===== config.mk =====
export PLATFORM = sky130hd
export DESIGN_NAME = rational_arithmetic_unit_core
export DESIGN_NICKNAME = d
export VERILOG_FILES = /design/src/rtl/rau_pkg.sv /design/src/rtl/rau_datapath.sv /design/src/rtl/rau_ctrl.sv /design/src/rtl/rational_arithmetic_unit_core.sv
export VERILOG_INCLUDE_DIRS = /design/src /design/src/rtl
export SDC_FILE = /design/constraint.sdc
export NUM_CORES = 2
export LEC_CHECK = 0
export BUFFER_PORTS_ARGS = -buffer_cell sky130_fd_sc_hd__buf_2
export CORE_ASPECT_RATIO = 0.7
export CORE_MARGIN = 2
export CORE_UTILIZATION = 30
export CTS_CLUSTER_SIZE = 16
export DETAILED_ROUTE_END_ITERATION = 6
export PLACE_DENSITY = 0.48
export SLEW_MARGIN = 30
export SYNTH_ARGS = -nofsm -noshare
export SYNTH_HDL_FRONTEND = slang
export SYNTH_HIERARCHICAL = 1
export SYNTH_SLANG_ARGS = --single-unit

===== constraint.sdc =====
create_clock -name i_clk -period 8.5 [get_ports i_clk]
set_input_delay 2.55 -clock i_clk [delete_from_list [all_inputs] [get_ports i_clk]]
set_output_delay 2.55 -clock i_clk [all_outputs]
set_load 0.01 [all_outputs]

===== src/rtl/rational_arithmetic_unit_core_defines.svh =====
// assertion macros for the rational arithmetic unit
// included by the modules that carry concurrent checks
`ifndef RATIONAL_ARITHMETIC_UNIT_CORE_DEFINES_SVH
`define RATIONAL_ARITHMETIC_UNIT_CORE_DEFINES_SVH

// same-cycle implication, disabled during reset
`define RAU_ASSERT_IMP(label, clk, rst_n, ante, cons) \
    label: assert property (@(posedge clk) disable iff (!rst_n) (ante) |-> (cons)) \
        else $error("rau check failed");

// next-cycle implication, disabled during reset
`define RAU_ASSERT_NXT(label, clk, rst_n, ante, cons) \
    label: assert property (@(posedge clk) disable iff (!rst_n) (ante) |=> (cons)) \
        else $error("rau check failed");

`endif


===== src/rtl/rau_pkg.sv =====
// shared constants, codes and controller/datapath command types
// no dependencies
package rau_pkg;

    localparam int OPERAND_WIDTH_DEF = 16;
    localparam int NUM_OUT_BITS      = 33;
    localparam int DEN_OUT_BITS      = 31;

    // operation codes
    typedef enum logic [1:0] {
        KIND_ADD = 2'd0,
        KIND_SUB = 2'd1,
        KIND_MUL = 2'd2,
        KIND_DIV = 2'd3
    } t_kind;

    // product select codes for the shared multiplier
    localparam logic [1:0] MSEL_P0 = 2'd0;
    localparam logic [1:0] MSEL_P1 = 2'd1;
    localparam logic [1:0] MSEL_P2 = 2'd2;

    // controller to datapath commands
    typedef struct packed {
        logic       load;
        logic       mul_en;
        logic [1:0] mul_sel;
        logic       comb;
        logic       gcd_step;
        logic       div_init_num;
        logic       div_init_den;
        logic       div_step;
        logic       finish;
    } t_cmd;

    // datapath to controller status
    typedef struct packed {
        logic gcd_done;
    } t_status;

endpackage


===== src/rtl/rau_datapath.sv =====
// datapath: operand capture, shared multiplier, sign-magnitude combine,
// binary gcd, restoring divider and output registers; uses rau_pkg
module rau_datapath #(
    parameter int OPERAND_WIDTH = rau_pkg::OPERAND_WIDTH_DEF
) (
    input  logic                                  i_clk,
    input  rau_pkg::t_cmd                         i_cmd,
    output rau_pkg::t_status                      o_status,
    input  logic [1:0]                            i_kind,
    input  logic signed [OPERAND_WIDTH-1:0]       i_a_num,
    input  logic signed [OPERAND_WIDTH-1:0]       i_a_den,
    input  logic signed [OPERAND_WIDTH-1:0]       i_b_num,
    input  logic signed [OPERAND_WIDTH-1:0]       i_b_den,
    output logic signed [rau_pkg::NUM_OUT_BITS-1:0] o_res_num,
    output logic [rau_pkg::DEN_OUT_BITS-1:0]      o_res_den
);
    localparam int W  = OPERAND_WIDTH;
    localparam int MW = 2 * W;
    localparam int KW = $clog2(MW + 1);
    localparam int NB = rau_pkg::NUM_OUT_BITS;
    localparam int DB = rau_pkg::DEN_OUT_BITS;
    localparam int XW = (MW + 1 > NB) ? MW + 1 : NB;
    localparam int DXW = (MW > DB) ? MW : DB;

    // operand registers, sign and magnitude
    rau_pkg::t_kind r_kind;
    logic [W-1:0]   r_an, r_ad, r_bn, r_bd;
    logic           r_an_s, r_ad_s, r_bn_s, r_bd_s;
    // products
    logic [MW-1:0]  r_p0, r_p1, r_p2;
    logic           r_p0_s, r_p1_s, r_p2_s;
    // raw result
    logic [MW-1:0]  r_num, r_den;
    logic           r_num_s, r_den_s;
    // gcd state
    logic [MW-1:0]  r_ga, r_gb, r_g;
    logic [KW-1:0]  r_k;
    // divider state
    logic [MW-1:0]  r_dvd, r_rem, r_qnum;
    logic [MW:0]    trial;

    function automatic logic [W:0] sm_of(input logic [W-1:0] v, input logic fix);
        logic [W-1:0] m;
        logic         s;
        s = v[W-1];
        m = s ? (~v + W'(1)) : v;
        if (fix && (v == '0)) begin
            m = W'(1);
        end
        return {s && !(fix && (v == '0)), m};
    endfunction

    // operand capture
    always_ff @(posedge i_clk) begin
        if (i_cmd.load) begin
            r_kind <= rau_pkg::t_kind'(i_kind);
            {r_an_s, r_an} <= sm_of(i_a_num, 1'b0);
            {r_ad_s, r_ad} <= sm_of(i_a_den, 1'b1);
            {r_bn_s, r_bn} <= sm_of(i_b_num, 1'b0);
            {r_bd_s, r_bd} <= sm_of(i_b_den, 1'b1);
        end
    end

    // shared multiplier operand select
    logic [W-1:0]  mx, my;
    logic          mxs, mys;
    logic [MW-1:0] prod;
    logic          prod_s;

    always_comb begin
        unique case (i_cmd.mul_sel)
            rau_pkg::MSEL_P0: begin
                mx = r_an; mxs = r_an_s;
                my = (r_kind == rau_pkg::KIND_MUL) ? r_bn : r_bd;
                mys = (r_kind == rau_pkg::KIND_MUL) ? r_bn_s : r_bd_s;
            end
            rau_pkg::MSEL_P1: begin
                mx = r_ad; mxs = r_ad_s; my = r_bn; mys = r_bn_s;
            end
            default: begin
                mx = r_ad; mxs = r_ad_s;
                my = (r_kind == rau_pkg::KIND_DIV) ? r_bn : r_bd;
                mys = (r_kind == rau_pkg::KIND_DIV) ? r_bn_s : r_bd_s;
            end
        endcase
        prod   = MW'(mx) * MW'(my);
        prod_s = (prod != '0) && (mxs ^ mys);
    end

    always_ff @(posedge i_clk) begin
        if (i_cmd.mul_en) begin
            unique case (i_cmd.mul_sel)
                rau_pkg::MSEL_P0: begin r_p0 <= prod; r_p0_s <= prod_s; end
                rau_pkg::MSEL_P1: begin r_p1 <= prod; r_p1_s <= prod_s; end
                default:          begin r_p2 <= prod; r_p2_s <= prod_s; end
            endcase
        end
    end

    // sign-magnitude combine of the cross products
    logic [MW-1:0] c_num, c_den;
    logic          c_num_s, c_den_s, y_s;
    logic [MW-1:0] y_m;

    always_comb begin
        y_m = r_p1;
        y_s = (r_kind == rau_pkg::KIND_SUB) ? (r_p1_s ^ (r_p1 != '0)) : r_p1_s;
        if ((r_kind == rau_pkg::KIND_MUL) || (r_kind == rau_pkg::KIND_DIV)) begin
            c_num = r_p0; c_num_s = r_p0_s;
        end else if (r_p0_s == y_s) begin
            c_num = r_p0 + y_m; c_num_s = r_p0_s;
        end else if (r_p0 >= y_m) begin
            c_num = r_p0 - y_m; c_num_s = r_p0_s;
        end else begin
            c_num = y_m - r_p0; c_num_s = y_s;
        end
        if (c_num == '0) begin
            c_num_s = 1'b0;
        end
        c_den   = (r_p2 == '0) ? MW'(1) : r_p2;
        c_den_s = (r_p2 == '0) ? 1'b0 : r_p2_s;
    end

    // binary gcd
    assign o_status.gcd_done = (r_ga == '0) || (r_gb == '0);

    always_ff @(posedge i_clk) begin
        if (i_cmd.comb) begin
            r_num <= c_num; r_num_s <= c_num_s;
            r_den <= c_den; r_den_s <= c_den_s;
            r_ga  <= c_num; r_gb <= c_den; r_k <= '0;
        end else if (i_cmd.gcd_step && !o_status.gcd_done) begin
            priority if (!r_ga[0] && !r_gb[0]) begin
                r_ga <= r_ga >> 1; r_gb <= r_gb >> 1; r_k <= r_k + KW'(1);
            end else if (!r_ga[0]) begin
                r_ga <= r_ga >> 1;
            end else if (!r_gb[0]) begin
                r_gb <= r_gb >> 1;
            end else if (r_ga >= r_gb) begin
                r_ga <= r_ga - r_gb;
            end else begin
                r_gb <= r_gb - r_ga;
            end
        end
    end

    // restoring divider, one quotient bit per cycle
    assign trial = {r_rem, r_dvd[MW-1]} - {1'b0, r_g};

    always_ff @(posedge i_clk) begin
        if (i_cmd.div_init_num) begin
            r_g   <= (r_ga | r_gb) << r_k;
            r_dvd <= r_num;
            r_rem <= '0;
        end else if (i_cmd.div_init_den) begin
            r_qnum <= r_dvd;
            r_dvd  <= r_den;
            r_rem  <= '0;
        end else if (i_cmd.div_step) begin
            if (!trial[MW]) begin
                r_rem <= trial[MW-1:0];
                r_dvd <= {r_dvd[MW-2:0], 1'b1};
            end else begin
                r_rem <= {r_rem[MW-2:0], r_dvd[MW-1]};
                r_dvd <= {r_dvd[MW-2:0], 1'b0};
            end
        end
    end

    // output registers with sign applied
    logic [XW-1:0]  qx;
    logic [DXW-1:0] dx;
    logic           neg;

    always_comb begin
        qx  = {{(XW - MW){1'b0}}, r_qnum};
        dx  = {{(DXW - MW){1'b0}}, r_dvd};
        neg = (r_qnum != '0) && (r_num_s ^ r_den_s);
    end

    always_ff @(posedge i_clk) begin
        if (i_cmd.finish) begin
            o_res_num <= neg ? NB'(~qx + XW'(1)) : NB'(qx);
            o_res_den <= dx[DB-1:0];
        end
    end

endmodule


===== src/rtl/rau_ctrl.sv =====
// controller: sequences multiply, combine, gcd and divide steps
// uses rau_pkg and rational_arithmetic_unit_core_defines.svh
`include "rational_arithmetic_unit_core_defines.svh"

module rau_ctrl #(
    parameter int OPERAND_WIDTH = rau_pkg::OPERAND_WIDTH_DEF
) (
    input  logic             i_clk,
    input  logic             i_rst_n,
    input  logic             i_start,
    output logic             o_busy,
    output logic             o_done,
    output rau_pkg::t_cmd    o_cmd,
    input  rau_pkg::t_status i_status
);
    localparam int MW = 2 * OPERAND_WIDTH;
    localparam int CW = $clog2(MW);

    typedef enum logic [7:0] {
        S_IDLE = 8'b0000_0001,
        S_MUL  = 8'b0000_0010,
        S_COMB = 8'b0000_0100,
        S_GCD  = 8'b0000_1000,
        S_DIVN = 8'b0001_0000,
        S_SWAP = 8'b0010_0000,
        S_DIVD = 8'b0100_0000,
        S_FIN  = 8'b1000_0000
    } t_state;

    t_state        r_state, n_state;
    logic [CW-1:0] r_cnt, n_cnt;
    logic          r_done, n_done;

    assign o_busy = (r_state != S_IDLE);
    assign o_done = r_done;

    // next state and commands
    always_comb begin
        n_state = r_state;
        n_cnt   = r_cnt;
        n_done  = 1'b0;
        o_cmd   = '0;
        o_cmd.mul_sel = r_cnt[1:0];
        unique case (r_state)
            S_IDLE: begin
                if (i_start) begin
                    o_cmd.load = 1'b1;
                    n_state    = S_MUL;
                    n_cnt      = '0;
                end
            end
            S_MUL: begin
                o_cmd.mul_en = 1'b1;
                n_cnt        = r_cnt + CW'(1);
                if (r_cnt == CW'(2)) begin
                    n_state = S_COMB;
                end
            end
            S_COMB: begin
                o_cmd.comb = 1'b1;
                n_state    = S_GCD;
            end
            S_GCD: begin
                o_cmd.gcd_step = 1'b1;
                if (i_status.gcd_done) begin
                    o_cmd.div_init_num = 1'b1;
                    n_state = S_DIVN;
                    n_cnt   = '0;
                end
            end
            S_DIVN: begin
                o_cmd.div_step = 1'b1;
                n_cnt          = r_cnt + CW'(1);
                if (r_cnt == CW'(MW - 1)) begin
                    n_state = S_SWAP;
                end
            end
            S_SWAP: begin
                o_cmd.div_init_den = 1'b1;
                n_state = S_DIVD;
                n_cnt   = '0;
            end
            S_DIVD: begin
                o_cmd.div_step = 1'b1;
                n_cnt          = r_cnt + CW'(1);
                if (r_cnt == CW'(MW - 1)) begin
                    n_state = S_FIN;
                end
            end
            S_FIN: begin
                o_cmd.finish = 1'b1;
                n_done  = 1'b1;
                n_state = S_IDLE;
            end
            default: begin
                n_state = S_IDLE;
            end
        endcase
    end

    // state registers
    always_ff @(posedge i_clk) begin
        if (!i_rst_n) begin
            r_state <= S_IDLE;
            r_cnt   <= '0;
            r_done  <= 1'b0;
        end else begin
            r_state <= n_state;
            r_cnt   <= n_cnt;
            r_done  <= n_done;
        end
    end

    // a transfer in always starts a run
    `RAU_ASSERT_NXT(a_start_busy, i_clk, i_rst_n, i_start && !o_busy, r_state == S_MUL)
    // result strobe only follows the finish step
    `RAU_ASSERT_IMP(a_done_src, i_clk, i_rst_n, r_done, $past(r_state == S_FIN))
    // strobe comes with the block free again
    `RAU_ASSERT_IMP(a_done_idle, i_clk, i_rst_n, r_done, !o_busy)

endmodule


===== src/rtl/rational_arithmetic_unit_core.sv =====
// rational arithmetic unit: fraction add/sub/mul/div reduced by gcd
// sequence: load, 3 multiply, combine, gcd steps until one value is zero, numerator divider pass,
//   swap, denominator divider pass, finish
// one item at a time; busy drops with o_done, the next transfer can be taken then
// result shows on o_done for one cycle; the receiver cannot stall
// synchronous active-low reset returns the controller to idle
module rational_arithmetic_unit_core #(
    parameter int OPERAND_WIDTH = rau_pkg::OPERAND_WIDTH_DEF
) (
    input  logic                                    i_clk,
    input  logic                                    i_rst_n,
    input  logic                                    i_start,
    output logic                                    o_busy,
    input  logic [1:0]                              i_kind,
    input  logic signed [OPERAND_WIDTH-1:0]         i_a_num,
    input  logic signed [OPERAND_WIDTH-1:0]         i_a_den,
    input  logic signed [OPERAND_WIDTH-1:0]         i_b_num,
    input  logic signed [OPERAND_WIDTH-1:0]         i_b_den,
    output logic                                    o_done,
    output logic signed [rau_pkg::NUM_OUT_BITS-1:0] o_res_num,
    output logic [rau_pkg::DEN_OUT_BITS-1:0]        o_res_den
);
    rau_pkg::t_cmd    cmd;
    rau_pkg::t_status status;

    rau_ctrl #(.OPERAND_WIDTH(OPERAND_WIDTH)) u_ctrl (
        .i_clk    (i_clk),
        .i_rst_n  (i_rst_n),
        .i_start  (i_start),
        .o_busy   (o_busy),
        .o_done   (o_done),
        .o_cmd    (cmd),
        .i_status (status)
    );

    rau_datapath #(.OPERAND_WIDTH(OPERAND_WIDTH)) u_dp (
        .i_clk     (i_clk),
        .i_cmd     (cmd),
        .o_status  (status),
        .i_kind    (i_kind),
        .i_a_num   (i_a_num),
        .i_a_den   (i_a_den),
        .i_b_num   (i_b_num),
        .i_b_den   (i_b_den),
        .o_res_num (o_res_num),
        .o_res_den (o_res_den)
    );

endmodule

==> run_results.csv <==
group,metric,value,unit
routing,wl_met3,13.6,mm
clock_tree,cts.reportedPaths.clkPinSlew,0.06,ns
floorplanning,rows,114,
floorplanning,io_pins,135,
status,status,"complete, no violations",
routing,met2_length,52.7,mm
final_layout,fillerInstances,14100,
clock_tree,worstSkewPairLatency,0.74,ns
routing,vias,33400,
clock_tree,cts_hold_buf,0,
timing,finalCriticalPeriod,8.12,ns
floorplanning,core_area,138000,sq um
clock_tree,h-tree-depth,2,
setup_path,crit_fanout,18,
clock_tree,cts_tree,"built",
logic_synthesis,synthesis.area,41900,sq um
timing,fin_setup_tns,0,ns
final_layout,largest_reg_flops,33,
routing,viasPerCell,5.22,
routing,drc,0,
clock_tree,root_buffer,"clkbuf_16",
routing,ant_nets,0,
timing,setup_viol,0,
global_routing,grt_max_degree,80,
routing,drtPass1Iterations,5,
routing,wirelength,145,mm
logic_synthesis,ys_async_sr_fraction,0,%
setup_path,path_class,"flip-flop to flip-flop",
floorplanning,die_h,317,um
place,place_ws,0.135,ns
logic_synthesis,ys_seq_area_share,35.4,%
job,maxCapViolations,0,
logic_synthesis,synth_area_per_cell,9.52,sq um
global_routing,grt_pass1_wl,212,mm
logic_synthesis,syn_nets,4999,
setup_path,critPathTopFamily,"adder cells",
place,placed_cell_area,44900,sq um
floorplanning,die_w,450,um
timing,fmax,0.123,GHz
place,routabilityCongestion,0.937,
place,port_buffers,134,
final_layout,areaGrowthSynthToFinish,12.8,%
setup_path,critPathLaunchType,"flip-flop",
logic_synthesis,synth_most_common_cell,"inv_1",
final_layout,multi_input_area,24400,sq um
routing,wl_met1,76.9,mm
global_routing,grt_overflow,0,
floorplanning,initial_utilization,30.3,%
setup_path,required,8.92,ns
place,post-dp-hpwl,118,mm
final_layout,regArea,14800,sq um
routing,top_layer,"met4",
final_layout,regMostFlops,"u_dp/o_res_num",
logic_synthesis,synth_area_leaders,"edfxtp_1, ha_1, fa_1",
timing,max_slew_margin,24.1,%
global_routing,groute.usage.overall,19.8,%
setup_path,crit_arrival,8.54,ns
clock_tree,numCtsBuffers,58,
logic_synthesis,synthCells,4395,
logic_synthesis,synth-seq-cells,511,
floorplanning,die_area,143000,sq um
logic_synthesis,yosysWarnings,6,
logic_synthesis,ys_types,94,
timing,hold_viol,0,
clock_tree,cts_max_path_buffers,3,
timing,timing.final.crit_share,95.6,%
setup_path,path_buf_inv,5,
logic_synthesis,ys_top_cells_by_count,"inv_1, edfxtp_1, nor2_1, nand2_1, ha_1",
final_layout,final_nets,5092,
timing,setup_ws,0.378,ns
timing,skew,0.0966,ns
logic_synthesis,synth_top_area_share,32.9,%
clock_tree,clock_sinks,511,
place,dpl.cell_count,6269,
global_routing,grt_pass1_vias,30900,
logic_synthesis,synth_edf_count,459,
setup_path,cpMostUsedCell,"fa_1",
final_layout,post-route-cell-area,47200,sq um
routing,wl_per_cell,22.7,um
setup_path,slowest_delay,0.64,ns
final_layout,fin_cells,6397,
timing,worstMarginPinSlew,1.13,ns
setup_path,cp-end-kind,"flip-flop",
logic_synthesis,yosysTopAreaCell,"edfxtp_1",
timing,slew_viol_final,0,
logic_synthesis,synthFlopType,"edfxtp_1",
final_layout,drive_above_1_share,10.3,%
setup_path,slowest_stage,"fa_1",
global_routing,antenna_found_initial,16,
worst_hold_path,min_path_type,"flip-flop to flip-flop",
routing,dr.first_iter.drc_count,3405,
## layout by cell type (no fill, tap or decap), types with 20 or more instances in the layout
| master | instances |
|---|---|
| a221oi_1 | 41 |
| a211oi_1 | 46 |
| buf_4 | 100 |
| nand3_1 | 39 |
| or3_1 | 23 |
| ha_1 | 333 |
| dfxtp_1 | 50 |
| o21a_1 | 33 |
| nand4_1 | 34 |
| edfxtp_1 | 459 |
| buf_2 | 134 |
| nand2b_1 | 38 |
| and3_1 | 20 |
| nor2b_1 | 29 |
| mux2_2 | 33 |
| o31ai_1 | 36 |
| a21oi_1 | 259 |
| nor2_1 | 425 |
| a21o_1 | 46 |
| xor2_1 | 39 |
| mux2i_1 | 134 |
| o21bai_1 | 61 |
| nor3_1 | 70 |
| clkbuf_16 | 59 |
| nor4_1 | 73 |
| inv_1 | 518 |
| a31oi_1 | 38 |
| xnor2_1 | 188 |
| nand2_1 | 388 |
| o21ai_0 | 204 |
| fa_1 | 200 |
## metal layers
layer,vias up,global-route usage (%)
li1,15600,-
met1,16500,33.1
met2,1228,24.7
met3,108,5.00
met4,0,3.17
met5,-,0
## worst paths after layout
path,from,to,slack (ns),cells past startpoint
hold reg to reg,u_dp/r_rem[9],u_dp/r_rem[9],0.48,2
setup reg to reg,u_dp/r_kind[0],u_dp/r_p1_s,0.38,28
setup / recovery,u_dp/r_kind[0],u_dp/r_p1_s,0.38,28
hold / removal,u_dp/r_rem[9],u_dp/r_rem[9],0.48,2
## worst reg2reg max path: cells and delay by family (launching register included)
| family | cells | cell delay, ns |
|---|---|---|
| mux | 1 | 0.39 |
| flops | 1 | 0.43 |
| buf+inv | 5 | 0.57 |
| xor+xnor | 2 | 0.32 |
| simple gates | 6 | 1.67 |
| fa+ha+maj | 7 | 3.33 |
| compound gates | 7 | 1.17 |
## timing repair
item	in CTS	in global routing
setup buffers	0	11
setup endpoints to repair	0	3
gates resized for setup	0	34
## logic make-up after synthesis
family          count (synthesis)  synth area share, %
simple gates                 1239                 13.7
buf+inv                       739                 6.74
fa+ha+maj                     535                 19.6
compound gates                953                 14.8
xor+xnor                      230                 4.81
mux                           188                 4.97
flops                         511                 35.4
## cell type report
type	count	share of cell area (%)
multi-input cells	3145	51.8
flip-flops and latches	511	31.4
well taps	1856	4.92
inverters	524	4.16
repair buffers	248	3.59
clock buffers	75	3.27
clock inverters	31	0.872
diodes	7	0.0371
## stage by stage
stage	hold slack (ns)	util (%)
finish	0.481	34.2
global route	0.508	34.2
CTS	0.485	33.9
detailed placement	0.476	32.5
global placement	0.464	32.5
floorplan	0.443	-
Power is not shown: default switching activity piles up to over one toggle a cycle in this logic, so the estimate is an artifact.
